**src/design/servo_short_packet_framer_unit_defines.svh**
```systemverilog
// assertion macros shared by the servo short packet framer rtl
// depends on nothing; included by the modules that carry assertions
`ifndef SERVO_SHORT_PACKET_FRAMER_UNIT_DEFINES_SVH
`define SERVO_SHORT_PACKET_FRAMER_UNIT_DEFINES_SVH

// condition a implies condition b in the same cycle, outside reset
`define SSPF_ASSERT_SAME(lbl, clk, rstn, a, b, msg) \
    lbl: assert property (@(posedge clk) disable iff (!rstn) (a) |-> (b)) \
        else $error(msg);

// condition a implies condition b in the next cycle, outside reset
`define SSPF_ASSERT_NEXT(lbl, clk, rstn, a, b, msg) \
    lbl: assert property (@(posedge clk) disable iff (!rstn) (a) |=> (b)) \
        else $error(msg);

`endif

```
**src/design/sspf_pkg.sv**
```systemverilog
// shared types and constants for the servo short packet framer
// depends on nothing
package sspf_pkg;

    // command codes
    typedef enum logic [1:0] {
        OP_TORQUE    = 2'd0,
        OP_GOAL      = 2'd1,
        OP_GOAL_TIME = 2'd2
    } op_t;

    // code with no command; such a transfer produces no packet
    localparam logic [1:0] OP_CODE_UNDEF = 2'd3;

    // packet bytes
    localparam logic [7:0] HDR0_BYTE   = 8'hFA;
    localparam logic [7:0] HDR1_BYTE   = 8'hAF;
    localparam logic [7:0] FLAGS_BYTE  = 8'h00;
    localparam logic [7:0] ADDR_TORQUE = 8'h24;
    localparam logic [7:0] ADDR_GOAL   = 8'h1E;
    localparam logic [7:0] LEN_TORQUE  = 8'h01;
    localparam logic [7:0] LEN_GOAL    = 8'h02;
    localparam logic [7:0] LEN_TIME    = 8'h04;
    localparam logic [7:0] COUNT_BYTE  = 8'h01;

    // byte index within a packet
    localparam int IDX_W = 4;
    typedef logic [IDX_W-1:0] idx_t;

    // byte positions
    localparam idx_t IDX_HDR0  = 4'd0;
    localparam idx_t IDX_HDR1  = 4'd1;
    localparam idx_t IDX_ID    = 4'd2;
    localparam idx_t IDX_FLAGS = 4'd3;
    localparam idx_t IDX_ADDR  = 4'd4;
    localparam idx_t IDX_LEN   = 4'd5;
    localparam idx_t IDX_COUNT = 4'd6;
    localparam idx_t IDX_D0    = 4'd7;
    localparam idx_t IDX_D1    = 4'd8;
    localparam idx_t IDX_D2    = 4'd9;
    localparam idx_t IDX_D3    = 4'd10;
    localparam idx_t IDX_D4    = 4'd11;

    // index of the checksum byte, which ends the packet
    localparam idx_t LAST_TORQUE = 4'd8;
    localparam idx_t LAST_GOAL   = 4'd9;
    localparam idx_t LAST_TIME   = 4'd11;

endpackage

```
**src/design/servo_short_packet_framer_unit.sv**
```systemverilog
// servo short packet framer: one defined command in, one packet out byte by byte
// depends on sspf_pkg and servo_short_packet_framer_unit_defines.svh
// The command is captured in the packet register; its bytes then pass through the output register.
// Throughput: one byte per cycle while the receiver is ready; a packet holds 9, 10 or 12 bytes by command,
//   and the next command is taken in the cycle its predecessor's checksum byte leaves
//   the byte selector, so packets follow without gaps.
// Reset: aresetn (synchronous, active low) empties the packet and output registers.
`include "servo_short_packet_framer_unit_defines.svh"

module servo_short_packet_framer_unit (
    input  logic        aclk,
    input  logic        aresetn,
    // command channel
    input  logic        s_tvalid,
    output logic        s_tready,
    input  logic [47:0] s_tdata,   // op[1:0], servo_id[9:2], value[25:10], move_time[41:26]
    // packet byte channel
    output logic        m_tvalid,
    input  logic        m_tready,
    output logic [7:0]  m_tdata,   // tx_byte[7:0]
    output logic        m_tlast    // last_byte
);

    // command fields
    logic [1:0]  s_op;
    logic [7:0]  s_servo_id;
    logic [15:0] s_value;
    logic [15:0] s_move_time;

    assign s_op        = s_tdata[1:0];
    assign s_servo_id  = s_tdata[9:2];
    assign s_value     = s_tdata[25:10];
    assign s_move_time = s_tdata[41:26];

    // packet register
    logic                pkt_valid_reg, pkt_valid_next;
    sspf_pkg::op_t       op_reg;
    logic [7:0]          id_reg;
    logic [15:0]         value_reg;
    logic [15:0]         time_reg;
    logic [7:0]          sum_reg;
    sspf_pkg::idx_t      last_reg;
    sspf_pkg::idx_t      idx_reg, idx_next;

    // output register
    logic                m_valid_reg, m_valid_next;
    logic [7:0]          m_data_reg;
    logic                m_last_reg;

    logic                s_xfer;
    logic                out_load;
    logic                pkt_done;
    logic                op_ok;
    logic [7:0]          sum_in;
    sspf_pkg::idx_t      last_in;
    logic [7:0]          byte_sel;
    logic                last_sel;

    // handshake
    assign out_load = pkt_valid_reg && (!m_valid_reg || m_tready);
    assign last_sel = (idx_reg == last_reg);
    assign pkt_done = out_load && last_sel;
    assign s_tready = aresetn && (!pkt_valid_reg || pkt_done);
    assign s_xfer   = s_tvalid && s_tready;
    assign op_ok    = (s_op != sspf_pkg::OP_CODE_UNDEF);

    // checksum and packet length of the incoming command
    always_comb begin
        sum_in  = s_servo_id ^ sspf_pkg::FLAGS_BYTE ^ sspf_pkg::COUNT_BYTE;
        last_in = sspf_pkg::LAST_TORQUE;
        unique case (s_op)
            sspf_pkg::OP_TORQUE: begin
                sum_in  = sum_in ^ sspf_pkg::ADDR_TORQUE ^ sspf_pkg::LEN_TORQUE ^ s_value[7:0];
                last_in = sspf_pkg::LAST_TORQUE;
            end
            sspf_pkg::OP_GOAL: begin
                sum_in  = sum_in ^ sspf_pkg::ADDR_GOAL ^ sspf_pkg::LEN_GOAL
                        ^ s_value[7:0] ^ s_value[15:8];
                last_in = sspf_pkg::LAST_GOAL;
            end
            sspf_pkg::OP_GOAL_TIME: begin
                sum_in  = sum_in ^ sspf_pkg::ADDR_GOAL ^ sspf_pkg::LEN_TIME
                        ^ s_value[7:0] ^ s_value[15:8]
                        ^ s_move_time[7:0] ^ s_move_time[15:8];
                last_in = sspf_pkg::LAST_TIME;
            end
            default: begin
                sum_in  = 8'h00;
                last_in = sspf_pkg::LAST_TORQUE;
            end
        endcase
    end

    // byte selection for the current index
    always_comb begin
        byte_sel = 8'h00;
        unique case (idx_reg)
            sspf_pkg::IDX_HDR0:  byte_sel = sspf_pkg::HDR0_BYTE;
            sspf_pkg::IDX_HDR1:  byte_sel = sspf_pkg::HDR1_BYTE;
            sspf_pkg::IDX_ID:    byte_sel = id_reg;
            sspf_pkg::IDX_FLAGS: byte_sel = sspf_pkg::FLAGS_BYTE;
            sspf_pkg::IDX_ADDR:  byte_sel = (op_reg == sspf_pkg::OP_TORQUE) ?
                                            sspf_pkg::ADDR_TORQUE : sspf_pkg::ADDR_GOAL;
            sspf_pkg::IDX_LEN: begin
                unique case (op_reg)
                    sspf_pkg::OP_TORQUE:    byte_sel = sspf_pkg::LEN_TORQUE;
                    sspf_pkg::OP_GOAL:      byte_sel = sspf_pkg::LEN_GOAL;
                    sspf_pkg::OP_GOAL_TIME: byte_sel = sspf_pkg::LEN_TIME;
                    default:                byte_sel = 8'h00;
                endcase
            end
            sspf_pkg::IDX_COUNT: byte_sel = sspf_pkg::COUNT_BYTE;
            sspf_pkg::IDX_D0:    byte_sel = value_reg[7:0];
            sspf_pkg::IDX_D1:    byte_sel = (op_reg == sspf_pkg::OP_TORQUE) ?
                                            sum_reg : value_reg[15:8];
            sspf_pkg::IDX_D2:    byte_sel = (op_reg == sspf_pkg::OP_GOAL) ?
                                            sum_reg : time_reg[7:0];
            sspf_pkg::IDX_D3:    byte_sel = time_reg[15:8];
            sspf_pkg::IDX_D4:    byte_sel = sum_reg;
            default:             byte_sel = 8'h00;
        endcase
    end

    // packet control next state
    always_comb begin
        pkt_valid_next = pkt_valid_reg;
        idx_next       = idx_reg;
        if (out_load) begin
            idx_next = idx_reg + sspf_pkg::idx_t'(1);
        end
        if (pkt_done) begin
            pkt_valid_next = 1'b0;
        end
        if (s_xfer) begin
            pkt_valid_next = op_ok;
            idx_next       = sspf_pkg::IDX_HDR0;
        end
    end

    // output valid next state
    always_comb begin
        m_valid_next = m_valid_reg;
        if (out_load) begin
            m_valid_next = 1'b1;
        end else if (m_tready) begin
            m_valid_next = 1'b0;
        end
    end

    // control registers
    always_ff @(posedge aclk) begin
        if (!aresetn) begin
            pkt_valid_reg <= 1'b0;
            idx_reg       <= sspf_pkg::IDX_HDR0;
            m_valid_reg   <= 1'b0;
        end else begin
            pkt_valid_reg <= pkt_valid_next;
            idx_reg       <= idx_next;
            m_valid_reg   <= m_valid_next;
        end
    end

    // packet payload capture
    always_ff @(posedge aclk) begin
        if (s_xfer) begin
            op_reg    <= sspf_pkg::op_t'(s_op);
            id_reg    <= s_servo_id;
            value_reg <= s_value;
            time_reg  <= s_move_time;
            sum_reg   <= sum_in;
            last_reg  <= last_in;
        end
    end

    // output payload
    always_ff @(posedge aclk) begin
        if (out_load) begin
            m_data_reg <= byte_sel;
            m_last_reg <= last_sel;
        end
    end

    assign m_tvalid = m_valid_reg;
    assign m_tdata  = m_data_reg;
    assign m_tlast  = m_last_reg;

    // checks
    `SSPF_ASSERT_SAME(a_idx_in_range, aclk, aresetn, pkt_valid_reg, idx_reg <= last_reg,
        "byte index ran past the checksum byte")
    `SSPF_ASSERT_NEXT(a_undef_dropped, aclk, aresetn,
        s_xfer && (s_op == sspf_pkg::OP_CODE_UNDEF), !pkt_valid_reg,
        "undefined command started a packet")
    `SSPF_ASSERT_NEXT(a_last_marked, aclk, aresetn, pkt_done, m_valid_reg && m_last_reg,
        "checksum byte left without last marker")
    `SSPF_ASSERT_SAME(a_idle_ready, aclk, aresetn, !pkt_valid_reg, s_tready,
        "framer idle but not ready for a command")

endmodule

```
**config.mk**
```make
export PLATFORM = sky130hd
export DESIGN_NAME = servo_short_packet_framer_unit
export DESIGN_NICKNAME = d
export VERILOG_FILES = /design/src/design/sspf_pkg.sv /design/src/design/servo_short_packet_framer_unit.sv
export VERILOG_INCLUDE_DIRS = /design/src /design/src/design
export SDC_FILE = /design/constraint.sdc
export NUM_CORES = 1
export LEC_CHECK = 0
export ABC_AREA = 1
export BUFFER_PORTS_ARGS = -buffer_cell sky130_fd_sc_hd__buf_2
export CAP_MARGIN = 20
export CORE_MARGIN = 4
export CORE_UTILIZATION = 55
export CTS_BUF_LIST = sky130_fd_sc_hd__clkbuf_8
export DETAILED_ROUTE_END_ITERATION = 10
export GPL_ROUTABILITY_DRIVEN = 0
export PLACE_DENSITY = 0.78
export SYNTH_ARGS = -nofsm -noshare
export SYNTH_HDL_FRONTEND = slang
export SYNTH_SLANG_ARGS = --single-unit
```
**constraint.sdc**
```tcl
create_clock -name aclk -period 3 [get_ports aclk]
set_input_delay 0.3 -clock aclk [delete_from_list [all_inputs] [get_ports aclk]]
set_output_delay 0.3 -clock aclk [all_outputs]
set_load 0.01 [all_outputs]
```
# Word-level counts from Yosys, hierarchy flattened
# Cells that the tools add are included.
word_totals:
  register_bits: 69
  inputBits: 52
  out_inout_bits: 11
  wordCells: 66
classes:
  n_addsub: 1
  eq_ne: 16
  muxes: 11
  bitwise_logic: 13
  n_reduce_logical: 14
op_table:
  columns: ["op", "count"]
  rows:
  - ["one-hot mux 8 bit (11 select lines)", 1]
  - ["bitwise XOR 8 bit", 7]
  - ["one-hot mux 8 bit (3 select lines)", 1]
  - ["== test 4 x 3 -> 1 bit, second input constant", 4]
  - ["== test 4 bit, second input constant", 4]
  - ["two-way mux 8 bit", 2]
  - ["one-hot mux 3 bit (3 select lines)", 1]
  - ["two-way mux 6 bit", 1]
  - ["adder 4 x 1 -> 4 bit, second input constant", 1]
  - ["== test 2 x 1 -> 1 bit, second input constant", 2]
  - ["== test 2 bit, second input constant", 2]
  - ["== test 4 x 1 -> 1 bit, second input constant", 1]
  - ["== test 4 x 2 -> 1 bit, second input constant", 1]
  - ["== test 4 bit", 1]
  - ["logical AND 1 bit", 4]
  - ["zero test 2 bit", 2]
  - ["zero test 4 bit", 1]
  - ["two-way mux 1 bit", 4]
  - ["NOT 1 bit", 4]
  - ["NOT 4 bit", 1]
  - ["one-hot mux 2 bit (2 select lines)", 1]
  - ["nonzero test 2 bit", 2]
  - ["zero test 1 bit", 2]
  - ["logical OR 1 bit", 2]
  - ["other kinds (3)", 3]

# Longest topological paths before layout
depth:
  word_depth: 8
  depth_mapped: 8
  mapped_depth_nobuf: 8

# Least setup slack after synthesis
# OpenSTA, ideal clock, no wires.
synth_timing:
  path_kind: "register to register"
  start: "register idx_reg[2]"
  end: "register id_reg[0] (enable)"
  setup_ns: 0.406
  arrival_ns: 2.000
  t_required_ns: 2.594
  path_slack_ns: 0.594
  path_stages_with_launch: 8
  n_path_buf: 0
  synth_period_minus_slack_ns: 2.406
  cell_sequence: "dfxtp_1 > inv_1 > nand2_1 > nor2_1 > nand4_1 > nand2_1 > nand3_2 > inv_1"
synth_via:
  elab_chain_cells: 5
synth_lines:
  columns: ["item", "line", "rtl"]
  rows:
  - ["from (decl)", "servo_short_packet_framer_unit.sv:43", "sspf_pkg::idx_t idx_reg, idx_next;"]
  - ["from (signal assigned)", "servo_short_packet_framer_unit.sv:154", "idx_reg <= sspf_pkg::IDX_HDR0;"]
  - ["from (signal assigned)", "servo_short_packet_framer_unit.sv:158", "idx_reg <= idx_next;"]
  - ["== test 4 bit", "servo_short_packet_framer_unit.sv:61", "assign last_sel = (idx_reg == last_reg);"]
  - ["logical AND 1 bit", "servo_short_packet_framer_unit.sv:62", "assign pkt_done = out_load && last_sel;"]
  - ["logical OR 1 bit", "servo_short_packet_framer_unit.sv:63", "assign s_tready = aresetn && (!pkt_valid_reg || pkt_done);"]
  - ["logical AND 1 bit", "servo_short_packet_framer_unit.sv:63", null]
  - ["logical AND 1 bit", "servo_short_packet_framer_unit.sv:64", "assign s_xfer = s_tvalid && s_tready;"]
  - ["named net s_xfer", "servo_short_packet_framer_unit.sv:50", "logic s_xfer;"]
  - ["to (signal assigned)", "servo_short_packet_framer_unit.sv:167", "id_reg <= s_servo_id;"]
  - ["to (decl)", "servo_short_packet_framer_unit.sv:38", "logic [7:0] id_reg;"]
# The timed path passes the listed nets, and every way through them passes these cells.
# A chain may end at the register's enable or synchronous reset.

# Final worst setup path
layout_timing:
  start: "register idx_reg[2]"
  end: "register time_reg[7] (enable)"
layout_via:
  elab_chain_cells: 5
layout_lines:
  columns: ["item", "line", "rtl"]
  rows:
  - ["== test 4 bit", "servo_short_packet_framer_unit.sv:61", null]
  - ["logical AND 1 bit", "servo_short_packet_framer_unit.sv:62", null]
  - ["logical OR 1 bit", "servo_short_packet_framer_unit.sv:63", null]
  - ["logical AND 1 bit", "servo_short_packet_framer_unit.sv:63", null]
  - ["logical AND 1 bit", "servo_short_packet_framer_unit.sv:64", null]
  - ["named net s_xfer", "servo_short_packet_framer_unit.sv:50", null]
  - ["to (signal assigned)", "servo_short_packet_framer_unit.sv:169", "time_reg <= s_move_time;"]
  - ["to (decl)", "servo_short_packet_framer_unit.sv:40", "logic [15:0] time_reg;"]
# The timed path passes the listed nets, and every way through them passes these cells.

==> summary.txt <==
Outcome
  – Run status: finished, final reports clean

Synthesis
  – Synth Warn #: 0
  – Main synth FF type: edfxtp_1
  – Post-synth EDFFs: 61
  – Synth top area share: 0.502
  – Number of synthesized register bits: 67
  – Largest area contributor in the netlist: edfxtp_1
  – Most frequent cells after synthesis: 86 x nand2_1, 61 x edfxtp_1, 57 x nand3_1
  – Top-count cell post-synth: nand2_1
  – Sequential share of the synthesized area: 0.535
  – Syn Inst Count: a little over 400
  – Asr flop ratio synth: 0
  – Top cells by area, synth: edfxtp_1 50%, nand2_1 8.8%, nand3_1 7.8%
  – Mean Syn Cell Area: 8.99 µm²
  – Synthesized cell area: 3650 µm²
  – Cell variety after synth: 32
  – Syn nets: 468

Finish
  – Fillers: 536
  – Final non-filler cell total: 549
  – Share of cells above drive strength 1: 0.172
  – Design area: 4190 µm²
  – FF/Latch Area: ~2000 µm²
  – Ant. Diodes: 0
  – Footprint of the multi-input gates: 1450 µm²
  – Nets@finish: roughly 530
  – Area delta synth->final: 14.7%
  – Fin util: 0.655

Worst setup path
  – Worst Path Required: 3040 ps
  – Critical Path End Type: flop
  – Setup slack, reg-to-reg: 820 ps
  – CP top delay family: buffers and inverters
  – Cell chain of the critical path: inv_1, nand2_1, nor2_1, nand4_1, nand2_1, nand3_2, inv_2, buf_12
  – WP buf/inv: 3
  – Worst Path Arrival: 2230 ps
  – CP max stage delay: 430 ps
  – Worst R2R Path Depth: 8
  – CP max stage cell: inv_2
  – WS Path Type: reg -> reg
  – Startpoint types: flop
  – FF-to-FF End: time_reg[7]
  – Worst reg2reg startpoint: idx_reg[2]
  – CP max FO: 30
  – Cell repeated most along the worst path: nand2_1
  – Worst setup startpoint: idx_reg[2]

Clock network
  – Post-CTS Resized: 0
  – Clock sink count: 67
  – Htree depth: 3
  – TritonCTS buffer count: 9
  – CTS tree: built
  – Skew-Pair Late Insertion Delay: about 350 ps
  – Clock transition at path regs: about 70 ps
  – Setup Buffers After CTS: 0
  – CTS Hold Bufs: 0
  – Clock Tree Buf Depth: 2
  – CTS Root Cell: clkbuf_8

Timing
  – Setup Viol. Count Final: 0
  – Final hold vios: 0
  – Fin. max-slew vios: 0
  – Worst slew margin: 0.493
  – Final period util: 0.727
  – Final min period: between 2000 and 2500 ps
  – Slew @ Worst Pin: 758 ps
  – Fin Setup TNS: 0 ps
  – Skew final: slightly below 6 ps
  – RSZ-0062 raised after global routing: no
  – Max Clk Rate: 0.458 GHz

Global route
  – Antenna violations before repair: 0
  – Vias in the first global route: 2,835
  – Largest net degree at the start of global routing: 31
  – First-pass GRT wire length: 13,600 µm
  – Grt ovf: 0
  – All-Layer GR Usage: 0.232

Power
  – Power Density: 491 nW/µm²
  – VDD IR-drop max: 352 µV
  – Leakage dissipation: 0.00180 µW

Detailed routing
  – Initial drt markers: 412
  – Vias: 3,120
  – Routed wire length: 8660 µm
  – Wire length per cell: about 16 µm
  – DR pass1 iterations: 5
  – Drt drc: 0
  – Via/cell ratio: between 5 and 6
  – Post-route ant nets: 0

Worst hold path
  – Hold Crit Depth: 1
  – Min-Delay Path Class: in -> reg
  – Min-delay src: s_tdata[5]
  – Endpoint, Worst Hold: id_reg[3]

Die
  – Ports: 63
  – DIE AREA: 8000 µm²
  – Core area: 6390 µm²
  – Die H: between 80 and 90 µm
  – Initial core utilization: 0.571
  – Floorplan row count: 29
  – Chip Width: 89.4 µm

Placement
  – Placed cell area: 4010 µm²
  – Dpl cells: 533
  – DP HPWL: 6200 µm
  – Port Buffers: 56

Job
  – MaxCap Viol Count: 0
==> report_power, final <==
| group | internal, µW | switching, µW |
|---|---|---|
| clock | 366 | 324 |
| sequential | 1080 | 18.7 |
| combinational | 101 | 171 |
==> placed cells by master (no fill, tap or decap), types with 2 or more instances in the layout <==
master / synthesis / routed
a21oi_1: 26 / 26
buf_2: 2 / 56
clkbuf_8: 0 / 9
clkinv_1: 0 / 3
dfxtp_1: 6 / 6
edfxtp_1: 61 / 61
ha_1: 10 / 10
inv_1: 55 / 57
inv_2: 1 / 2
nand2_1: 86 / 86
nand3_1: 57 / 57
nand3b_1: 7 / 7
nand4_1: 4 / 4
nor2_1: 28 / 28
nor3_1: 2 / 2
o211ai_1: 3 / 3
o21ai_0: 21 / 21
o22ai_1: 2 / 2
or2_2: 6 / 6
xnor2_1: 6 / 6
xor2_1: 8 / 8
==> metrics by stage <==
| stage | setup WS (ps) | hold WS (ps) | total power, µW |
|---|---|---|---|
| finish | 819 | 147 | 2060 |
| global route | 594 | 141 | 2140 |
| CTS | 811 | 141 | 2060 |
| detailed placement | 841 | 505 | 1380 |
| global placement | 899 | 500 | 1370 |
| floorplan | 594 | 399 | 1270 |
==> logic make-up (layout without fill, tap and decap cells) <==
kind of cell	after synthesis	after routing	synth area share
flip-flops	67	67	0.535
AO/OA/AOI/OAI	55	55	0.0813
adder cells (fa/ha/maj)	10	10	0.0343
AND/OR/NAND/NOR	197	197	0.248
buffers and inverters	63	129	0.0676
XOR/XNOR	14	14	0.0336
==> worst max-delay path by stage <==
| stage | end | cells after the start | slack, ps |
|---|---|---|---|
| global placement | sum_reg[5] | 8 | 900 |
| global route | time_reg[7] | 8 | 590 |
| CTS | time_reg[7] | 8 | 810 |
| floorplan | id_reg[0] | 7 | 590 |
| detailed placement | time_reg[13] | 8 | 840 |
| finish | time_reg[7] | 8 | 820 |
==> area by class of cell <==
type | count | area share
flip-flops and latches | 67 | 0.466
multi-input cells | 276 | 0.346
repair buffers | 57 | 0.0717
inverters | 56 | 0.0502
clock buffers | 9 | 0.0296
well taps | 77 | 0.0230
clock inverters | 7 | 0.0126
==> metal layers <==
layer,vias to the layer above,track usage,part of all wire
met2,137,0.397,0.50
met5,-,0,0
met1,1462,0.283,0.40
met3,18,0.0498,0.067
li1,1503,-,-
met4,0,0.101,0.028
Power figures use the tool's default switching activity.
